File: config.mk
export PLATFORM = sky130hd
export DESIGN_NAME = pipeline_hazard_issue_timer_top
export DESIGN_NICKNAME = d
export VERILOG_FILES = /design/src/rtl/phit_pkg.sv /design/src/rtl/pipeline_hazard_issue_timer_top.sv
export SDC_FILE = /design/constraint.sdc
export NUM_CORES = 1
export LEC_CHECK = 0
export BUFFER_PORTS_ARGS = -buffer_cell sky130_fd_sc_hd__buf_2
export CORE_MARGIN = 3
export CORE_UTILIZATION = 59
export DETAILED_ROUTE_END_ITERATION = 6
export HOLD_SLACK_MARGIN = 0.06
export PLACE_DENSITY = 0.88
export SKIP_LAST_GASP = 1
export SLEW_MARGIN = 20
export SYNTH_ARGS = -nofsm -noshare
export SYNTH_HDL_FRONTEND = slang
export SYNTH_SLANG_ARGS = --single-unit
File: constraint.sdc
create_clock -name clock -period 6 [get_ports clock]
set_input_delay 0.9 -clock clock [delete_from_list [all_inputs] [get_ports clock]]
set_output_delay 0.9 -clock clock [all_outputs]
set_load 0.1 [all_outputs]
File: src/rtl/phit_pkg.sv
package phit_pkg;

   localparam int OPCODE_W = 3;
   localparam int REG_FIELD_W = 5;
   localparam int LABEL_FIELD_W = 8;
   localparam int CYCLE_W = 32;
   localparam int STALL_W = 2;

   // Offset from the fetch cycle to the writeback cycle in the five-stage pipe.
   localparam logic [CYCLE_W-1:0] FETCH_TO_WB = 32'd4;
   // Bubbles that a writer one slot old costs without forwarding.
   localparam int MAX_BUBBLES = 3;

   typedef enum logic [OPCODE_W-1:0] {
      OP_ADD   = 3'd0,
      OP_SUB   = 3'd1,
      OP_BEQ   = 3'd2,
      OP_BNE   = 3'd3,
      OP_LW    = 3'd4,
      OP_SW    = 3'd5,
      OP_J     = 3'd6,
      OP_LABEL = 3'd7
   } opcode_type;

endpackage

File: src/rtl/pipeline_hazard_issue_timer_top.sv
// Channel   Direction  Handshake               Payload
// req       in         req_valid / req_stall   opcode, reg_first, reg_second, reg_third, label_id
// rsp       out        rsp_valid / rsp_stall   fetch_cycle, writeback_cycle, stall_cycles, skipped
//
// Each item passes from acceptance to result through the input register and then
// the result register. A new item is taken every cycle while rsp is not stalled.
// The window lookup, the fetch-cycle add and the state update are combinational
// between the input register and the result register.
// Reset is synchronous and clears the window valid bits and all control state.
// While rsp_stall holds a result, an item in the input register waits there and req_stall rises.
module pipeline_hazard_issue_timer_top #(
   parameter int WINDOW_DEPTH = 4,
   parameter int REG_COUNT = 32,
   parameter int LABEL_COUNT = 256
) (
   input  logic                                  clock,
   input  logic                                  reset,
   input  logic                                  req_valid,
   output logic                                  req_stall,
   input  phit_pkg::opcode_type                  req_opcode,
   input  logic [phit_pkg::REG_FIELD_W-1:0]      req_reg_first,
   input  logic [phit_pkg::REG_FIELD_W-1:0]      req_reg_second,
   input  logic [phit_pkg::REG_FIELD_W-1:0]      req_reg_third,
   input  logic [phit_pkg::LABEL_FIELD_W-1:0]    req_label_id,
   output logic                                  rsp_valid,
   input  logic                                  rsp_stall,
   output logic [phit_pkg::CYCLE_W-1:0]          rsp_fetch_cycle,
   output logic [phit_pkg::CYCLE_W-1:0]          rsp_writeback_cycle,
   output logic [phit_pkg::STALL_W-1:0]          rsp_stall_cycles,
   output logic                                  rsp_skipped
);
   import phit_pkg::*;

   localparam int RW = $clog2(REG_COUNT);
   localparam int LW = $clog2(LABEL_COUNT);
   localparam int IW = (WINDOW_DEPTH > 1) ? $clog2(WINDOW_DEPTH) : 1;
   localparam int REG_CODES = 1 << REG_FIELD_W;
   localparam int LABEL_CODES = 1 << LABEL_FIELD_W;

   // Constant tables that fold field codes into the register and label ranges.
   logic [RW-1:0] reg_fold [REG_CODES];
   logic [LW-1:0] label_fold [LABEL_CODES];

   for (genvar i = 0; i < REG_CODES; i++) begin : g_reg_fold
      assign reg_fold[i] = RW'(i % REG_COUNT);
   end
   for (genvar i = 0; i < LABEL_CODES; i++) begin : g_label_fold
      assign label_fold[i] = LW'(i % LABEL_COUNT);
   end

   // Input register
   logic                     s1_valid_ff;
   opcode_type               s1_op_ff;
   logic [REG_FIELD_W-1:0]   s1_r1_ff, s1_r2_ff, s1_r3_ff;
   logic [LABEL_FIELD_W-1:0] s1_label_ff;

   // Block state
   logic                     win_valid_ff [WINDOW_DEPTH];
   logic [RW-1:0]            win_reg_ff [WINDOW_DEPTH];
   logic [CYCLE_W-1:0]       next_fetch_ff;
   logic                     first_done_ff;
   logic                     skipping_ff;
   logic [LW-1:0]            pending_label_ff;

   // Result register
   logic                     rsp_valid_ff;
   logic [CYCLE_W-1:0]       rsp_fetch_ff, rsp_wb_ff;
   logic [STALL_W-1:0]       rsp_bubbles_ff;
   logic                     rsp_skipped_ff;

   logic                     advance;
   logic                     process;
   logic                     accept;

   logic [RW-1:0]            r1, r2, r3;
   logic [LW-1:0]            lbl;
   logic                     skip_path;
   logic                     is_first;
   logic                     check_en;
   logic                     use_third;
   logic                     is_writer;
   logic                     is_branch;
   logic                     match [WINDOW_DEPTH];
   logic                     hit;
   logic [IW-1:0]            hit_idx;
   logic [STALL_W-1:0]       bubbles;
   logic [CYCLE_W-1:0]       fetch;
   logic                     cleared_valid [WINDOW_DEPTH];

   logic                     win_valid_in [WINDOW_DEPTH];
   logic [RW-1:0]            win_reg_in [WINDOW_DEPTH];
   logic [CYCLE_W-1:0]       next_fetch_in;
   logic                     skipping_in;
   logic [LW-1:0]            pending_label_in;
   logic [CYCLE_W-1:0]       rsp_fetch_in, rsp_wb_in;
   logic [STALL_W-1:0]       rsp_bubbles_in;
   logic                     rsp_skipped_in;

   assign advance   = !rsp_valid_ff || !rsp_stall;
   assign process   = s1_valid_ff && advance;
   assign req_stall = s1_valid_ff && !advance;
   assign accept    = req_valid && !req_stall;

   assign r1  = reg_fold[s1_r1_ff];
   assign r2  = reg_fold[s1_r2_ff];
   assign r3  = reg_fold[s1_r3_ff];
   assign lbl = label_fold[s1_label_ff];

   always_comb begin
      use_third = 1'b0;
      is_writer = 1'b0;
      is_branch = 1'b0;
      unique case (s1_op_ff) inside
         OP_ADD, OP_SUB: begin
            use_third = 1'b1;
            is_writer = 1'b1;
         end
         OP_LW: begin
            is_writer = 1'b1;
         end
         OP_BEQ, OP_BNE, OP_J: begin
            is_branch = 1'b1;
         end
         default: begin
         end
      endcase
   end

   assign skip_path = (s1_op_ff == OP_LABEL) || skipping_ff;
   assign is_first  = !first_done_ff;
   assign check_en  = !skip_path && !is_first && (s1_op_ff != OP_J);

   // The youngest matching writer wins; scanning from the oldest lets it overwrite.
   always_comb begin
      hit = 1'b0;
      hit_idx = '0;
      for (int k = WINDOW_DEPTH - 1; k >= 0; k--) begin
         match[k] = win_valid_ff[k] &&
                    (win_reg_ff[k] == r1 || win_reg_ff[k] == r2 ||
                     (use_third && win_reg_ff[k] == r3));
         if (match[k]) begin
            hit = 1'b1;
            hit_idx = IW'(k);
         end
      end
   end

   always_comb begin
      bubbles = '0;
      if (check_en && hit && (32'(hit_idx) < MAX_BUBBLES)) begin
         bubbles = STALL_W'(MAX_BUBBLES - 32'(hit_idx));
      end
   end

   assign fetch = is_first ? '0 : next_fetch_ff + CYCLE_W'(bubbles);

   always_comb begin
      for (int k = 0; k < WINDOW_DEPTH; k++) begin
         cleared_valid[k] = win_valid_ff[k] && !(check_en && hit && hit_idx == IW'(k));
      end
      for (int k = WINDOW_DEPTH - 1; k > 0; k--) begin
         win_valid_in[k] = cleared_valid[k-1];
         win_reg_in[k]   = win_reg_ff[k-1];
      end
      win_valid_in[0] = !skip_path && is_writer;
      win_reg_in[0]   = r1;

      next_fetch_in    = next_fetch_ff;
      skipping_in      = skipping_ff;
      pending_label_in = pending_label_ff;
      rsp_fetch_in     = '0;
      rsp_wb_in        = '0;
      rsp_bubbles_in   = '0;
      rsp_skipped_in   = 1'b1;

      if (skip_path) begin
         if (s1_op_ff == OP_LABEL && skipping_ff && lbl == pending_label_ff) begin
            skipping_in = 1'b0;
         end
         if (is_first) begin
            next_fetch_in = CYCLE_W'(1);
         end
      end else begin
         if (is_branch) begin
            skipping_in      = 1'b1;
            pending_label_in = lbl;
         end
         next_fetch_in  = fetch + CYCLE_W'(1);
         rsp_fetch_in   = fetch;
         rsp_wb_in      = fetch + FETCH_TO_WB;
         rsp_bubbles_in = bubbles;
         rsp_skipped_in = 1'b0;
      end
   end

   always_ff @(posedge clock) begin
      if (reset) begin
         s1_valid_ff      <= 1'b0;
         rsp_valid_ff     <= 1'b0;
         next_fetch_ff    <= '0;
         first_done_ff    <= 1'b0;
         skipping_ff      <= 1'b0;
         pending_label_ff <= '0;
         for (int k = 0; k < WINDOW_DEPTH; k++) begin
            win_valid_ff[k] <= 1'b0;
         end
      end else begin
         // An empty input register takes an item even while the result is held.
         if (accept || process) begin
            s1_valid_ff <= accept;
         end
         if (advance) begin
            rsp_valid_ff <= s1_valid_ff;
         end
         if (process) begin
            next_fetch_ff    <= next_fetch_in;
            first_done_ff    <= 1'b1;
            skipping_ff      <= skipping_in;
            pending_label_ff <= pending_label_in;
            for (int k = 0; k < WINDOW_DEPTH; k++) begin
               win_valid_ff[k] <= win_valid_in[k];
            end
         end
      end
   end

   always_ff @(posedge clock) begin
      if (accept) begin
         s1_op_ff    <= req_opcode;
         s1_r1_ff    <= req_reg_first;
         s1_r2_ff    <= req_reg_second;
         s1_r3_ff    <= req_reg_third;
         s1_label_ff <= req_label_id;
      end
      if (process) begin
         rsp_fetch_ff   <= rsp_fetch_in;
         rsp_wb_ff      <= rsp_wb_in;
         rsp_bubbles_ff <= rsp_bubbles_in;
         rsp_skipped_ff <= rsp_skipped_in;
         for (int k = 0; k < WINDOW_DEPTH; k++) begin
            win_reg_ff[k] <= win_reg_in[k];
         end
      end
   end

   assign rsp_valid           = rsp_valid_ff;
   assign rsp_fetch_cycle     = rsp_fetch_ff;
   assign rsp_writeback_cycle = rsp_wb_ff;
   assign rsp_stall_cycles    = rsp_bubbles_ff;
   assign rsp_skipped         = rsp_skipped_ff;

endmodule

**Word-level counts from Yosys, hierarchy flattened**

Memory sizes are Yosys's and may differ from the RTL's.
Cells that the tools add are included.

- Word-level logic and storage cells: 152
- Output and inout bits: 69
- Memories kept: 6
- RAM bits: 24
- Memory bits (read-only): 2528
- Register bits after elaboration: 137

- Bitwise logic cells: 9
- Multiplexer cells: 37
- Equality and inequality tests: 24
- Reduce and logical (&&, ||, !) cells: 52
- Magnitude comparators: 5
- $add $sub $neg: 4

Memory list:

| memory | depth | width | rd ports | clocked after Yosys merged registers in | wr ports | line | text |
|---|---|---|---|---|---|---|---|
| (no name shown) | 256 | 8 | 1 | 0 | 0 | pipeline_hazard_issue_timer_top.sv:107 | `assign lbl = label_fold[s1_label_ff];` |
| (no name shown) | 32 | 5 | 1 | 0 | 0 | pipeline_hazard_issue_timer_top.sv:106 | `assign r3 = reg_fold[s1_r3_ff];` |
| (no name shown) | 32 | 5 | 1 | 0 | 0 | pipeline_hazard_issue_timer_top.sv:105 | `assign r2 = reg_fold[s1_r2_ff];` |
| (no name shown) | 32 | 5 | 1 | 0 | 0 | pipeline_hazard_issue_timer_top.sv:104 | `assign r1 = reg_fold[s1_r1_ff];` |
| win_reg_ff | 4 | 5 | 4 | 0 | 4 | pipeline_hazard_issue_timer_top.sv:59 | `logic [RW-1:0] win_reg_ff [WINDOW_DEPTH];` |
| win_valid_ff | 4 | 1 | 4 | 0 | 4 | pipeline_hazard_issue_timer_top.sv:58 | `logic win_valid_ff [WINDOW_DEPTH];` |

Operators by type and width:

| operator | count |
|---|---|
| $mux W32 | 3 |
| $eq A5 B5 Y1 | 12 |
| $add A32 B1 Y32 const B | 1 |
| $add A32 B2 Y32 | 1 |
| $add A32 B3 Y32 const B | 1 |
| $mux W5 | 6 |
| $logic_and A1 B1 Y1 | 24 |
| $mux W1 | 21 |
| $ge A6 B6 Y1 const B | 3 |
| $not A5 Y6 | 3 |
| $mux W8 | 2 |
| $logic_or A1 B1 Y1 | 11 |
| $mux W2 | 5 |
| $eq A3 B3 Y1 const B | 3 |
| $ge A9 B9 Y1 const B | 1 |
| $not A8 Y9 | 1 |
| $eq A8 B8 Y1 | 1 |
| $logic_not A1 Y1 | 8 |
| $eq A3 B2 Y1 const B | 2 |
| $reduce_and A3 Y1 | 2 |
| $reduce_or A3 Y1 | 2 |
| $or A1 B1 Y1 | 4 |
| $eq A3 B1 Y1 const B | 1 |
| $logic_not A3 Y1 | 1 |
| other kinds (12) | 12 |

**Longest topological paths before layout**

- Depth after elaboration: 19
- Mapped depth: 21
- Mapped depth without buffers: 20

**Worst setup path before layout**

No wires, ideal clock.

- Kind: register -> register
- From: reg s1_r2_ff[3]
- To: reg rsp_wb_ff[29], in the netlist rsp_writeback_cycle[29] (data pin)
- Stages on the path, launching flop included: 20
- Arrival time: 4322 ps
- Path slack: 1418 ps
- Library setup time: 260 ps
- Path buffers: 2
- Cells stage by stage: edfxtp_1 > xor2_1 > nor3_1 > nand3_1 > o41ai_1 > o21ai_0 > o311ai_0 > a21oi_1 > ha_1 > fa_1 > buf_4 > nand3_4 > or4_1 > buf_6 > nor4_4 > o221ai_2 > nor4b_4 > o2111ai_1 > nor2_1 > mux2_2

- Cells in the longest elaborated chain, start to end: 18
- Elaborated cells on any way between the ends: 36
- Those cells by class: add/sub: 3; order compare: 1; eq/ne: 4; mux: 12; bitwise: 1; reduce/logical: 14; memory: 1

Ends and longest elaborated chain:

| what | line | text |
|---|---|---|
| from (decl) | pipeline_hazard_issue_timer_top.sv:54 | `logic [REG_FIELD_W-1:0] s1_r1_ff, s1_r2_ff, s1_r3_ff;` |
| from (signal assigned) | pipeline_hazard_issue_timer_top.sv:231 | `s1_r2_ff <= req_reg_second;` |
| $not A5 Y6 (implied by the code) (*) | pipeline_hazard_issue_timer_top.sv:105 |  |
| $mem_v2 Z32 W5 (*) | -- |  |
| $mux W5 (implied by the code) (*) (2 in a row) | pipeline_hazard_issue_timer_top.sv:105 |  |
| $eq A5 B5 Y1 | pipeline_hazard_issue_timer_top.sv:139 | `(win_reg_ff[k] == r1 \|\| win_reg_ff[k] == r2 \|\|` |
| $logic_or A1 B1 Y1 (2 in a row) | pipeline_hazard_issue_timer_top.sv:139 |  |
| $logic_and A1 B1 Y1 | pipeline_hazard_issue_timer_top.sv:138 | `match[k] = win_valid_ff[k] &&` |
| $mux W2 or $mux W1 (tied branches) (4 in a row) | pipeline_hazard_issue_timer_top.sv:141 | `if (match[k]) begin` |
| $lt A2 B2 Y1 or $logic_and A1 B1 Y1 (tied branches) | -- |  |
| $logic_and A1 B1 Y1 | pipeline_hazard_issue_timer_top.sv:150 | `if (check_en && hit && (32'(hit_idx) < MAX_BUBBLES)) begin` |
| $mux W2 (*) | pipeline_hazard_issue_timer_top.sv:150 |  |
| named net bubbles[0] | pipeline_hazard_issue_timer_top.sv:86 | `logic [STALL_W-1:0] bubbles;` |
| $add A32 B2 Y32 (*) | pipeline_hazard_issue_timer_top.sv:155 | `assign fetch = is_first ? '0 : next_fetch_ff + CYCLE_W'(bubbles);` |
| $mux W32 (*) | pipeline_hazard_issue_timer_top.sv:155 |  |
| $add A32 B3 Y32 (*) | pipeline_hazard_issue_timer_top.sv:190 | `rsp_wb_in = fetch + FETCH_TO_WB;` |
| to (signal assigned) | pipeline_hazard_issue_timer_top.sv:237 | `rsp_wb_ff <= rsp_wb_in;` |
| to (decl) | pipeline_hazard_issue_timer_top.sv:67 | `logic [CYCLE_W-1:0] rsp_fetch_ff, rsp_wb_ff;` |

The timed path passes the listed nets; every way through them passes the cells marked *. The select of a mux whose other input is x is not followed.
A chain may end at the register's enable or synchronous reset.

==> impl_metrics.py <==
metrics = {
    "drt": {
        "ant_nets": 0,
        "drt_pass1_iterations": 5,
        "vias": 6829,
        "finalWirelength_um": 22120,
        "drt_iter0_markers": 1231,
        "post-route-drc-count": 0,
        "via_per_inst": 6.358,
        "routedWlPerCell_um": 20.60,
    },
    "synthesis": {
        "syn_area_um2": 8179,
        "synth.most_common_cell": "edfxtp_1",
        "synth.distinct_cells": 72,
        "syn_avg_cell_area_um2": 10.34,
        "synth_fp_nets": 826,
        "ys_top_cells_by_area": "edfxtp_1 40%, dfxtp_1 11%, xnor2_1 8.0%",
        "ys_seq_area_share_pct": 50.79,
        "ys.warnings.count": 0,
        "synthCells": 791,
        "synth_common_cells": "109 x edfxtp_1, 85 x nor2_1, 75 x xnor2_1",
        "synth_top_area_share_pct": 40.02,
        "synth_seq_cells": 153,
        "synthFlopType": "edfxtp_1",
        "synth_edf_count": 109,
        "synth_top_cell_by_area": "edfxtp_1",
        "synth-async-reset-ratio_pct": 0,
    },
    "placement": {
        "place_ws_ns": 0.4996,
        "port_buffers": 98,
        "place_congestion": 0.9726,
        "place_inst": 1038,
        "place_hpwl_um": 15180,
    },
    "final_layout": {
        "fill_cells": 945,
        "syn_to_final_growth_pct": 15.83,
        "final_nets": 919,
        "layout-drive-gt1-share_pct": 18.73,
        "final_cells": 1074,
    },
    "global_routing": {
        "grtUsageTotal_pct": 29.33,
        "grt_pass1_wl_um": 34120,
        "antenna_found_initial": 0,
        "grt_max_degree": 63,
        "grt_pass1_vias": 6222,
        "overflow": 0,
    },
    "worst_setup_path": {
        "worstSetupPathType": "reg -> reg",
        "required_ns": 6.16,
        "crit_path_end_kind": "register",
        "cp_data_arrival_time_ns": 5.83,
        "crit_path_max_fanout": 10,
        "start_kind": "register",
    },
    "clocking": {
        "cts-htree-levels": 4,
        "cts-root-buf": "clkbuf_16",
        "hold_buffers": 0,
        "numClockSinks": 153,
        "clk_latency_ns": 0.43,
        "cts_resized": 0,
        "postCtsSetupRepairBufs": 0,
        "clk_pin_slew_ns": 0.06,
        "numCtsBuffers": 17,
        "cts_max_path_buffers": 2,
        "cts_tree": "yes",
    },
    "timing": {
        "setup_ws_ns": 0.3293,
        "hold_ws_ns": 0.4974,
        "relSlewSlack_pct": 29.29,
        "period_share_pct": 94.51,
        "skew_ns": 0.007698,
        "tightestPinTransition_ns": 1.061,
        "hold_viol": 0,
        "rsz0062_at_grt": "no",
        "finalSetupViolCount": 0,
        "layout_min_cycle_time_ns": 5.671,
        "tns_ns": 0,
        "final_max_slew_viol_count": 0,
        "fmaxAchievable_mhz": 176.3,
    },
    "run_status": {
        "status": "finished, final reports clean",
    },
    "floorplanning": {
        "io_pins": 99,
        "die_x_um": 123.7,
        "die_y_um": 123.7,
        "core_um2": 13400,
        "die-area_um2": 15310,
        "initial_utilization_pct": 61.04,
        "rows": 42,
    },
    "pwr": {
        "p_sw_share_pct": 27.08,
        "clock_power_share_pct": 42.1,
        "p_sw_w": 0.0007029,
        "intPower_w": 0.001893,
        "p_per_area_nw_per_um2": 274.0,
        "power_frac_seq_pct": 46.4,
        "leakage_nw": 3.414,
        "p_comb_share_pct": 11.5,
        "ir_drop_uv": 171.7,
    },
    "job": {
        "maxCapViolations": 0,
    },
    "hold_path": {
        "hold_path.class": "reg -> reg",
    },
}
flip-flops by register name, summed over array words and instances (netlist names), 8 cells and up:
register	flops
pending_label_ff	8
s1_label_ff	8
rsp_writeback_cycle	30
rsp_fetch_cycle	32
next_fetch_ff	32
win_reg_ff	15
through the flow:
stage / cell area (µm²) / util (%) / total power, W
floorplan: 8179 / - / 0.001457
global placement: 8820 / 65.82 / 0.001514
detailed placement: 8820 / 65.82 / 0.001519
CTS: 9437 / 70.42 / 0.002600
global route: 9472 / 70.68 / 0.002659
finish: 9474 / 70.70 / 0.002596
cell usage in the layout, fill, tap and decap left out, types with 3 or more instances in the layout:
cell and count:
edfxtp_1 109, buf_2 98, nor2_1 85, xnor2_1 75, nand2_1 67, dfxtp_1 44, xor2_1 42, nand3_1 36
nor3_1 28, nand4_1 28, o21ai_0 27, clkbuf_16 22, buf_4 19, nor4_1 18, a21oi_1 18, and2_1 15
nand2b_1 10, mux2i_1 10, a22oi_1 10, and3_1 9, inv_1 7, o31a_1 6, o21ai_1 6, o31ai_1 5
and4_1 5, mux2_2 5, or4_1 4, a22o_1 4, ha_1 4, clkinv_2 3, o41ai_1 3, nor4_2 3
a21boi_0 3, o21a_1 3, a211oi_1 3, o22ai_1 3, o211ai_1 3, or3_1 3, a32oi_1 3, clkbuf_1 3
worst max-delay path: stages (launching register included):
cell      delay [ns]
edfxtp_1        0.48
xor2_1          0.25
nor3_1          0.08
nand3_1         0.07
o41ai_1         0.08
o21ai_0         0.51
o311ai_0        0.31
a21oi_1         0.22
ha_1            0.24
fa_1            0.43
nand3_4         0.17
or4_1           0.79
nor3_1          0.32
o211ai_1        0.27
nor4_2          0.37
buf_4           0.21
nand4_1         0.23
xnor2_1         0.30
nor2_1          0.07
power groups by stage:
stage | sequential (W) | clock [W] | combinational [W]
2_1_floorplan | 0.00138 | 0 | 0.0000810
3_3_place_gp | 0.00122 | 0 | 0.000292
3_5_place_dp | 0.00122 | 0 | 0.000295
4_1_cts | 0.00120 | 0.00110 | 0.000297
5_1_grt | 0.00121 | 0.00114 | 0.000311
6_report | 0.00120 | 0.00109 | 0.000298
layer usage:
| layer | global-route usage [%] | share of wire (%) |
|---|---|---|
| met5 | 0 | 0 |
| met1 | 43.16 | 42 |
| met2 | 42.85 | 44 |
| met3 | 6.403 | 11 |
| met4 | 10.45 | 2.3 |
cell families after synthesis:
family,synth area share (%)
AND/OR/NAND/NOR,21.65
flip-flops,50.79
XOR/XNOR,12.53
AO/OA/AOI/OAI,9.347
buffers and inverters,2.922
multiplexers,1.912
adder cells (fa/ha/maj),0.8567
path summary, 6_finish.rpt:
| kind | cells past startpoint | slack, ns | end | startpoint |
|---|---|---|---|---|
| setup / recovery | 18 | 0.33 | rsp_writeback_cycle[24]$_SDFFCE_PN0P_ | win_reg_ff[1][4]$_DFFE_PP_ |
| hold / removal | 2 | 0.50 | rsp_valid$_SDFFE_PP0P_ | s1_valid_ff$_SDFFE_PP0P_ |
| setup reg to reg | 18 | 0.33 | rsp_writeback_cycle[24]$_SDFFCE_PN0P_ | win_reg_ff[1][4]$_DFFE_PP_ |
| hold reg to reg | 2 | 0.50 | rsp_valid$_SDFFE_PP0P_ | s1_valid_ff$_SDFFE_PP0P_ |
layout make-up:
class	count	area [µm²]	area share [%]
sequential	153	4154	43.85
multi-input combinational	585	3792	40.03
timing repair buffer	118	653.1	6.894
clock buffer	26	575.6	6.075
tap	176	220.2	2.324
clock inverter	6	41.29	0.4358
inverter	9	35.03	0.3698
antenna	1	2.502	0.02641
Note: power is estimated with default switching activity, not from simulation.
